==> config.mk <==
export PLATFORM = sky130hd
export DESIGN_NAME = llc_ctrl
export DESIGN_NICKNAME = d
export VERILOG_FILES = /design/src/rtl/lagged_linear_convolution_macros.svh /design/src/rtl/llc_pkg.sv /design/src/rtl/llc_ctrl.sv
export SDC_FILE = /design/constraint.sdc
export NUM_CORES = 1
export LEC_CHECK = 0
export ABC_AREA = 1
export BUFFER_PORTS_ARGS = -buffer_cell sky130_fd_sc_hd__clkbuf_2
export CAP_MARGIN = 30
export CORE_AREA = 2 2 39 41
export DETAILED_ROUTE_END_ITERATION = 12
export DIE_AREA = 0 0 41 43
export SLEW_MARGIN = 5
export SYNTH_ARGS = -nofsm -noshare
export SYNTH_HDL_FRONTEND = slang
export SYNTH_SLANG_ARGS = --single-unit
==> constraint.sdc <==
create_clock -name clk -period 2.9 [get_ports clk]
set_clock_uncertainty 0.15 [all_clocks]
set_input_delay 0.145 -clock clk [delete_from_list [all_inputs] [get_ports clk]]
set_output_delay 0.145 -clock clk [all_outputs]
set_load 0.005 [all_outputs]
==> src/rtl/lagged_linear_convolution_macros.svh <==
// ----------------------------------------------------------------------------
// Lagged linear convolution assertion macros
// Concurrent check wrappers used at the end of the top level.
// ----------------------------------------------------------------------------
`ifndef LAGGED_LINEAR_CONVOLUTION_MACROS_SVH
`define LAGGED_LINEAR_CONVOLUTION_MACROS_SVH

// same-cycle implication, disabled while in reset
`define LLC_ASSERT_IMPL(label, clk, rst, ante, cons) \
  label: assert property (@(posedge clk) disable iff (rst) (ante) |-> (cons)) \
    else $error("llc: same-cycle check failed");

// next-cycle implication, disabled while in reset
`define LLC_ASSERT_NEXT(label, clk, rst, ante, cons) \
  label: assert property (@(posedge clk) disable iff (rst) (ante) |=> (cons)) \
    else $error("llc: next-cycle check failed");

`endif

==> src/rtl/llc_pkg.sv <==
// ----------------------------------------------------------------------------
// llc_pkg
// Shared widths, codes and controller/datapath handshake types.
// ----------------------------------------------------------------------------
`default_nettype none

package llc_pkg;

  localparam int unsigned MAX_WAVE_DEF  = 4096;
  localparam int unsigned MAX_PULSE_DEF = 2048;

  // field widths
  localparam int unsigned OP_W     = 2;
  localparam int unsigned IDX_W    = 13;
  localparam int unsigned SMP_W    = 24;
  localparam int unsigned COEF_W   = 18;
  localparam int unsigned VAL_W    = 32;
  localparam int unsigned STAT_W   = 2;
  localparam int unsigned WLEN_W   = 13;
  localparam int unsigned PLEN_W   = 12;
  localparam int unsigned OFF_W    = 14;
  localparam int unsigned GAIN_W   = 16;
  localparam int unsigned REG_W    = 2;
  localparam int unsigned CDATA_W  = 16;

  // arithmetic widths
  localparam int unsigned PROD_W   = SMP_W + COEF_W;          // 42
  localparam int unsigned SUM_W    = PROD_W + WLEN_W - 1;     // 54, signed
  localparam int unsigned MAG_W    = SUM_W - 1;               // 53
  localparam int unsigned PLO_W    = 32 + GAIN_W;             // 48
  localparam int unsigned PHI_W    = MAG_W - 32 + GAIN_W;     // 37
  localparam int unsigned PSUM_W   = PHI_W + 32;              // 69
  localparam int unsigned FRAC_SH  = 26;
  localparam int unsigned Q_W      = PSUM_W - FRAC_SH;        // 43
  localparam int unsigned K_W      = 16;                      // pulse index, signed

  // ops
  localparam logic [OP_W-1:0] OP_LOAD_WAVE  = 2'd0;
  localparam logic [OP_W-1:0] OP_LOAD_PULSE = 2'd1;
  localparam logic [OP_W-1:0] OP_READ       = 2'd2;

  // status codes
  localparam logic [STAT_W-1:0] STAT_OK         = 2'd0;
  localparam logic [STAT_W-1:0] STAT_PULSE_LONG = 2'd1;
  localparam logic [STAT_W-1:0] STAT_RANGE      = 2'd2;

  // register indexes
  localparam logic [REG_W-1:0] REG_WAVE_LEN  = 2'd0;
  localparam logic [REG_W-1:0] REG_PULSE_LEN = 2'd1;
  localparam logic [REG_W-1:0] REG_OFFSET    = 2'd2;
  localparam logic [REG_W-1:0] REG_GAIN      = 2'd3;

  typedef enum logic [2:0] {
    ST_IDLE,
    ST_CHECK,
    ST_MAC,
    ST_DRAIN,
    ST_ABS,
    ST_MUL,
    ST_ADD,
    ST_EMIT
  } llc_state_t;

  typedef struct packed {
    logic load_wave;
    logic load_pulse;
    logic start;
    logic check;
    logic issue;
    logic abs_en;
    logic mul_en;
    logic add_en;
    logic emit;
  } llc_cmd_t;

  typedef struct packed {
    logic err;
    logic last_j;
    logic pipe_busy;
    logic rsp_free;
  } llc_stat_t;

endpackage

`default_nettype wire

==> src/rtl/llc_ctrl.sv <==
// ----------------------------------------------------------------------------
// llc_ctrl
// Sequencer: request handling, MAC sweep, scaling steps, result hand-off.
// ----------------------------------------------------------------------------
`default_nettype none

module llc_ctrl
  import llc_pkg::*;
(
  input  wire logic            clk,
  input  wire logic            rst,
  input  wire logic            req_valid,
  input  wire logic [OP_W-1:0] req_op,
  output      logic            req_ready,
  input  wire llc_stat_t       stat,
  output      llc_cmd_t        cmd
);

  llc_state_t state, state_next;

  always_ff @(posedge clk) begin
    if (rst) begin
      state <= ST_IDLE;
    end else begin
      state <= state_next;
    end
  end

  always_comb begin
    state_next = state;
    unique case (state)
      ST_IDLE: begin
        if (req_valid && req_op == OP_READ) state_next = ST_CHECK;
      end
      ST_CHECK: begin
        state_next = stat.err ? ST_EMIT : ST_MAC;
      end
      ST_MAC: begin
        if (stat.last_j) state_next = ST_DRAIN;
      end
      ST_DRAIN: begin
        if (!stat.pipe_busy) state_next = ST_ABS;
      end
      ST_ABS:  state_next = ST_MUL;
      ST_MUL:  state_next = ST_ADD;
      ST_ADD:  state_next = ST_EMIT;
      ST_EMIT: begin
        if (stat.rsp_free) state_next = ST_IDLE;
      end
      default: state_next = ST_IDLE;
    endcase
  end

  always_comb begin
    cmd       = '0;
    req_ready = 1'b0;
    unique case (state)
      ST_IDLE: begin
        req_ready      = 1'b1;
        cmd.load_wave  = req_valid && req_op == OP_LOAD_WAVE;
        cmd.load_pulse = req_valid && req_op == OP_LOAD_PULSE;
        cmd.start      = req_valid && req_op == OP_READ;
      end
      ST_CHECK: cmd.check  = 1'b1;
      ST_MAC:   cmd.issue  = 1'b1;
      ST_DRAIN: ;
      ST_ABS:   cmd.abs_en = 1'b1;
      ST_MUL:   cmd.mul_en = 1'b1;
      ST_ADD:   cmd.add_en = 1'b1;
      ST_EMIT:  cmd.emit   = stat.rsp_free;
      default:  ;
    endcase
  end

endmodule

`default_nettype wire

==> impl_metrics.py, run 1 <==
metrics = {
    "pwr": {
        "comb_power_share_pct": 63.3,
        "p_seq_share_pct": 22.5,
        "peakVddDrop_uv": 478,
        "intPower_mw": 0.248,
        "static-leakage-power_nw": 0.285,
        "switching_power_mw": 0.264,
        "power_density_nw_per_um2": 1050,
        "p_clk_share_pct": 14.3,
        "swShare_pct": 51.5,
    },
    "drt": {
        "wl_um": 784,
        "vias": 416,
        "wl_per_cell_um": 8.00,
        "route.detailed.drc": 0,
        "drt_iter0_drc": 9,
        "drt-pass1-iter-count": 4,
        "viasPerCell": 4.24,
        "drt.antenna.violating_nets": 0,
    },
    "die": {
        "die_area_um2": 1760,
        "start_util_pct": 26.9,
        "rows": 14,
        "die_w_um": 41,
        "die_y_um": 43,
        "core_area_um2": 1380,
        "io_pins": 19,
    },
    "cts": {
        "cts.repair.resized": 0,
        "clk_pin_slew_ps": 40,
        "clock-root-buffer": "clkbuf_4",
        "cts_made_buffers": 3,
        "post_cts_buffers": 0,
        "cts_tree": "built",
        "htree_num_levels": 1,
        "cts_buffer_depth": 2,
        "hold_buffers": 0,
        "clock-sinks": 3,
        "worstSkewPairLatency_ps": 230,
    },
    "synth": {
        "syn_area_um2": 372,
        "synthCells": 62,
        "ys_ff_latch": 3,
        "synth.avg_cell_area_um2": 5.99,
        "synth.net_count": 71,
        "yosysWarningCount": 0,
        "ys_types": 20,
        "ys_seq_area_share_pct": 16.2,
    },
    "min_path": {
        "holdCritPathClass": "input pin to flop",
    },
    "sta": {
        "rsz0062_at_grt": "no",
        "drv_slew": 0,
        "finalCritPeriodShare_pct": 53.7,
        "fin_crit_ps": 1560,
        "tightest_slew_ps": 373,
        "tns_ps": 0,
        "setup_viol": 0,
        "holdWs_ps": 16.1,
        "maxSlewHeadroom_pct": 75.1,
        "maxClockFrequency_mhz": 642,
        "hold_viol": 0,
    },
    "finish": {
        "final_cell_mix": "18 x clkbuf_2, 13 x nor2_1, 10 x inv_1, 10 x nand2_1, 4 x nand2_2",
        "final_common_cell": "clkbuf_2",
        "register_area_um2": 60.1,
        "drive_gt1_share_pct": 41.5,
        "top_register": "state",
        "multiInputGateArea_um2": 230,
        "antenna_cells": 0,
        "largest_reg_flops": 3,
        "largestRegisters": "state: 3 flops",
        "fillers": 169,
        "design_area_um2": 485,
        "synthToLayoutAreaGrowth_pct": 30.6,
        "fin_nets": 92,
    },
    "placed_design": {
        "dp_hpwl_um": 687,
        "gp_congestion": 0.724,
        "port_buffers": 18,
        "dpl-instance-area_um2": 459,
    },
    "global_routing": {
        "grt_overflow": 0,
        "grt_pass1_vias": 355,
        "antenna_found_initial": 0,
        "grt_pass1_wl_um": 1350,
        "grt_max_degree": 11,
        "grtUsageTotal_pct": 10.9,
    },
    "setup_path": {
        "critical_path_class": "flop to primary output",
        "required_ps": 2610,
        "critPathMaxFanout": 10,
        "arrival_ps": 1260,
        "start_kind": "flop",
        "end_kind": "primary output",
    },
    "outcome": {
        "status": "finished, final reports clean",
    },
    "flow_run": {
        "drv_cap": 0,
    },
}
==> per-stage QoR <==
step           util (%)  power [mW]  instances  worst slack (ps)
4_1_cts            35.1       0.521         98              1320
5_1_grt            35.1       0.568         98              1230
2_1_floorplan         -       0.387         62              1670
3_5_place_dp       33.2       0.444         94              1520
3_3_place_gp       33.2       0.443         94              1530
6_report           35.1       0.512         98              1340
==> metal layers <==
| layer | vias up | global-route usage, % | wire length (µm) |
|---|---|---|---|
| met5 | - | 0 | 0 |
| met2 | 10 | 17.5 | 405 |
| met1 | 178 | 13.1 | 358 |
| met4 | 0 | 4.00 | 0 |
| li1 | 228 | - | - |
| met3 | 0 | 3.14 | 20 |
==> synthesized netlist by cell type, drive strengths merged <==
| cell | instances | area share [%] |
|---|---|---|
| buf | 2 | 6.1 |
| nor3 | 2 | 2.7 |
| inv | 13 | 16 |
| nand4 | 1 | 1.7 |
| nand2 | 15 | 20 |
| dfxtp | 3 | 16 |
| nand3 | 4 | 6.7 |
| nor2 | 16 | 18 |
| a21oi | 1 | 1.3 |
| o21ai | 2 | 5.7 |
| xnor2 | 1 | 2.4 |
| nor4 | 2 | 3.4 |
==> path summary, 6_finish.rpt <==
check	start	end	slack, ps	cells after the start
min	rst	state[0]	20	4
max reg2reg	state[1]	state[1]	1530	9
min reg2reg	state[2]	state[2]	420	2
max	state[1]	cmd[8]	1340	4
==> kinds of logic after synthesis <==
| family | Yosys count | share of synthesized area [%] |
|---|---|---|
| DFF | 3 | 16.2 |
| xor gates and xnor gates | 1 | 2.36 |
| and+or+nand+nor | 40 | 52.5 |
| buffers and inverters | 15 | 21.9 |
| AOI/OAI and AO/OA | 3 | 7.07 |
==> worst max-delay path, stage by stage (launching register included) <==
cell      delay [ps]
dfxtp_1          410
nor2_2           210
nand2_4          100
nor4_1           170
clkbuf_2         150
==> power by group through the flow <==
stage | logic (mW) | clock network, mW | registers, mW
after floorplan | 0.309 | 0 | 0.0788
after global placement | 0.328 | 0 | 0.115
after detailed placement | 0.328 | 0 | 0.116
after CTS | 0.328 | 0.0772 | 0.116
after global routing | 0.368 | 0.0786 | 0.122
final | 0.324 | 0.0729 | 0.115
==> layout make-up <==
cell class                 instances  area share, %
inverter                          13           12.1
timing repair buffer              18           18.6
multi-input combinational         44           47.4
tap                               16           4.12
sequential                         3           12.4
clock buffer                       4           5.41
No activity file was read; power rests on OpenSTA's default activity.
==> run 2: changes to the inputs <==
--- a/config.mk
+++ b/config.mk
@@ -5,7 +5,7 @@
 export SDC_FILE = /design/constraint.sdc
 export NUM_CORES = 1
 export LEC_CHECK = 0
-export ABC_AREA = 1
+export ABC_AREA = 0
 export BUFFER_PORTS_ARGS = -buffer_cell sky130_fd_sc_hd__clkbuf_2
 export CAP_MARGIN = 30
 export CORE_AREA = 2 2 39 41
==> constraint.sdc (replaced) <==
create_clock -name clk -period 1.4 [get_ports clk]
set_clock_uncertainty 0.15 [all_clocks]
set_input_delay 0.07 -clock clk [delete_from_list [all_inputs] [get_ports clk]]
set_output_delay 0.07 -clock clk [all_outputs]
set_load 0.005 [all_outputs]
==> run 2 against run 1 <==
  * Clock power increased by 120%
  * Hold slack worse by 6.0 ps
  * Highest routed layer is now met4
  * Power up 11%
  * Cell count shrank 27%
  * Area after synthesis fell by 35%
  * Sequential share of layout area grew 2.2 points
  * Synthesized cell count is 48% lower
  * Wire length fell by 9.4%
  * Combinational power fell by 16%
  * Count of clock-buffer cells in the layout stayed put
  * Via count is 24% lower
  * Final area fell by 9.5%
==> impl_metrics.py, run 2 <==
metrics = {
    "finish": {
        "largest_reg_flops": 3,
        "largestRegisters": "state: 3 flops",
        "utilization_pct": 31.7,
        "synthToLayoutAreaGrowth_pct": 80.9,
        "top_register": "state",
        "design_area_um2": 439,
        "final_common_cell": "clkbuf_2",
        "drive_gt1_share_pct": 55.4,
        "stdcell_count": 72,
        "fillers": 163,
        "fin_nets": 66,
        "antenna_cells": 0,
        "final_cell_mix": "18 x clkbuf_2, 4 x nand2_1",
    },
    "drt": {
        "viasPerCell": 4.40,
        "wl_um": 710,
        "drt-pass1-iter-count": 3,
        "drt.antenna.violating_nets": 0,
        "wl_per_cell_um": 9.86,
        "drt_iter0_drc": 8,
        "vias": 317,
        "route.detailed.drc": 0,
    },
    "sta": {
        "tightest_slew_ps": 246,
        "rsz0062_at_grt": "yes",
        "drv_slew": 0,
        "holdWs_ps": 10.2,
        "maxClockFrequency_mhz": 738,
        "finalCritPeriodShare_pct": 96.8,
        "setup_viol": 0,
        "hold_viol": 0,
        "maxSlewHeadroom_pct": 83.5,
        "layout_setup_ws_ps": 45.0,
        "fin_crit_ps": 1350,
    },
    "synth": {
        "yosysTopAreaCellShare_pct": 24.7,
        "synth.net_count": 41,
        "synthCells": 32,
        "synth_edf_count": 0,
        "ys_ff_latch": 3,
        "synth.top_cells.by_area": "dfxtp_1 25%, nor3b_1 9.3%, a31oi_1 7.7%",
        "synth.avg_cell_area_um2": 7.59,
        "synth_ff_type": "dfxtp_1",
        "yosysWarningCount": 0,
        "ys_seq_area_share_pct": 24.7,
        "synth_commonest_cells": "4 x nand2_1, 3 x a31oi_1, 3 x buf_2, 3 x dfxtp_1, 3 x nor3b_1",
        "syn_area_um2": 243,
        "yosysTopAreaCell": "dfxtp_1",
        "ys_async_sr_fraction_pct": 0,
        "ys_types": 18,
        "synth.most_common_cell": "nand2_1",
    },
    "setup_path": {
        "arrival_ps": 1130,
        "end_kind": "primary output",
        "r2r_start": "state[1]",
        "rrSetupSlack_ps": 160,
        "cpPeakStageDelay_ps": 330,
        "cpLargestDelayFamily": "simple AND/OR/NAND/NOR gates",
        "r2r-end": "state[2]",
        "reg2reg_depth": 4,
        "crit_path_cell_trace": "nor3_4 > and4bb_2 > clkbuf_2",
        "critPathMaxFanout": 4,
        "required_ps": 1180,
        "critical_path_class": "flop to primary output",
        "path_buf_inv": 1,
        "start_kind": "flop",
        "crit_path_top_delay_cell": "dfxtp_2",
    },
    "global_routing": {
        "grt_util_met3_pct": 6.28,
        "grtUsageTotal_pct": 9.05,
        "gr-max-usage-layer": "met2",
        "antenna_found_initial": 0,
        "grt_pass1_vias": 255,
        "grt_pass1_wl_um": 1010,
        "grt_overflow": 0,
        "grt_max_degree": 13,
        "use_met2_pct": 11.9,
        "use_met1_pct": 10.0,
    },
    "min_path": {
        "whs_path_depth": 4,
        "holdPathEnd": "state[0]",
        "holdCritPathClass": "input pin to flop",
        "hp-start": "stat[2]",
    },
    "flow_run": {
        "drv_cap": 0,
    },
    "cts": {
        "cts_tree": "built",
        "cts_made_buffers": 3,
        "cts_buffer_depth": 2,
        "worstSkewPairLatency_ps": 240,
        "clk_pin_slew_ps": 40,
        "htree_num_levels": 1,
        "clock-sinks": 3,
        "clock-root-buffer": "clkbuf_4",
    },
    "pwr": {
        "peakVddDrop_uv": 377,
        "power_density_nw_per_um2": 1300,
        "static-leakage-power_nw": 0.215,
    },
    "placed_design": {
        "post-place-ws_ps": 149,
        "dpl-instance-area_um2": 360,
        "dp_hpwl_um": 524,
        "dp.cells": 66,
        "gp_congestion": 0.778,
        "port_buffers": 18,
    },
    "die": {
        "core_area_um2": 1380,
        "rows": 14,
        "die_area_um2": 1760,
        "die_w_um": 41,
        "start_util_pct": 17.5,
        "io_pins": 19,
        "die_y_um": 43,
    },
    "outcome": {
        "status": "finished, final reports clean",
    },
}
-- run 2: area by class of cell --
cell class	instances	area (µm²)	share of cell area (%)
Clock buffer	4	26.3	5.98
Inverter	1	3.75	0.855
Multi-Input combinational cell	25	181	41.3
Sequential cell	3	63.8	14.5
Tap cell	16	20.0	4.56
Timing Repair Buffer	23	144	32.8
-- run 2: worst max path at each step --
stage / from / slack (ps) / to / cells past startpoint
2_1_floorplan: state[1] / 250 / state[0] / 3
3_3_place_gp: state[1] / 150 / state[2] / 4
3_5_place_dp: state[1] / 150 / state[2] / 4
4_1_cts: state[1] / 10 / cmd[8] / 3
5_1_grt: state[2] / -10 / cmd[8] / 3
6_report: state[2] / 50 / cmd[8] / 3
-- run 2: timing repair --
item,in CTS,in global routing
endpoints found under the setup margin,2,4
pin swaps,0,1
buffers inserted,0,0
endpoints found under the hold margin,3,0
hold buffers,2,0
resized for setup,1,8
-- run 2: layer usage --
metal	part of all wire [%]	up-vias
met3	8.6	3
li1	-	167
met1	44	135
met4	2.4	0
met5	0	-
met2	45	12
-- run 2: through the flow --
stage          TNS, ps  total power [mW]
2_1_floorplan        0             0.266
3_3_place_gp         0             0.361
3_5_place_dp         0             0.363
4_1_cts              0             0.534
5_1_grt          -11.8             0.610
6_report             0             0.570
-- run 2: power by group --
| part | leakage [nW] | switching [mW] | internal [mW] |
|---|---|---|---|
| registers | 0.0258 | 0.0289 | 0.112 |
| logic | 0.174 | 0.127 | 0.145 |
| clock network | 0.0150 | 0.0499 | 0.107 |
| total | 0.215 | 0.206 | 0.364 |
-- run 2: worst min-delay path, delay by kind of cell --
| kind | cells | cell delay, ps |
|---|---|---|
| compound gates | 2 | 170 |
| buf+inv | 2 | 120 |
-- run 2: logic make-up (layout without fill, tap and decap cells) --
group	after synthesis	after routing	synth area share, %
and+or+nand+nor	18	18	47.4
buffers and inverters	4	28	7.73
DFF	3	3	24.7
AOI/OAI and AO/OA	7	7	20.1
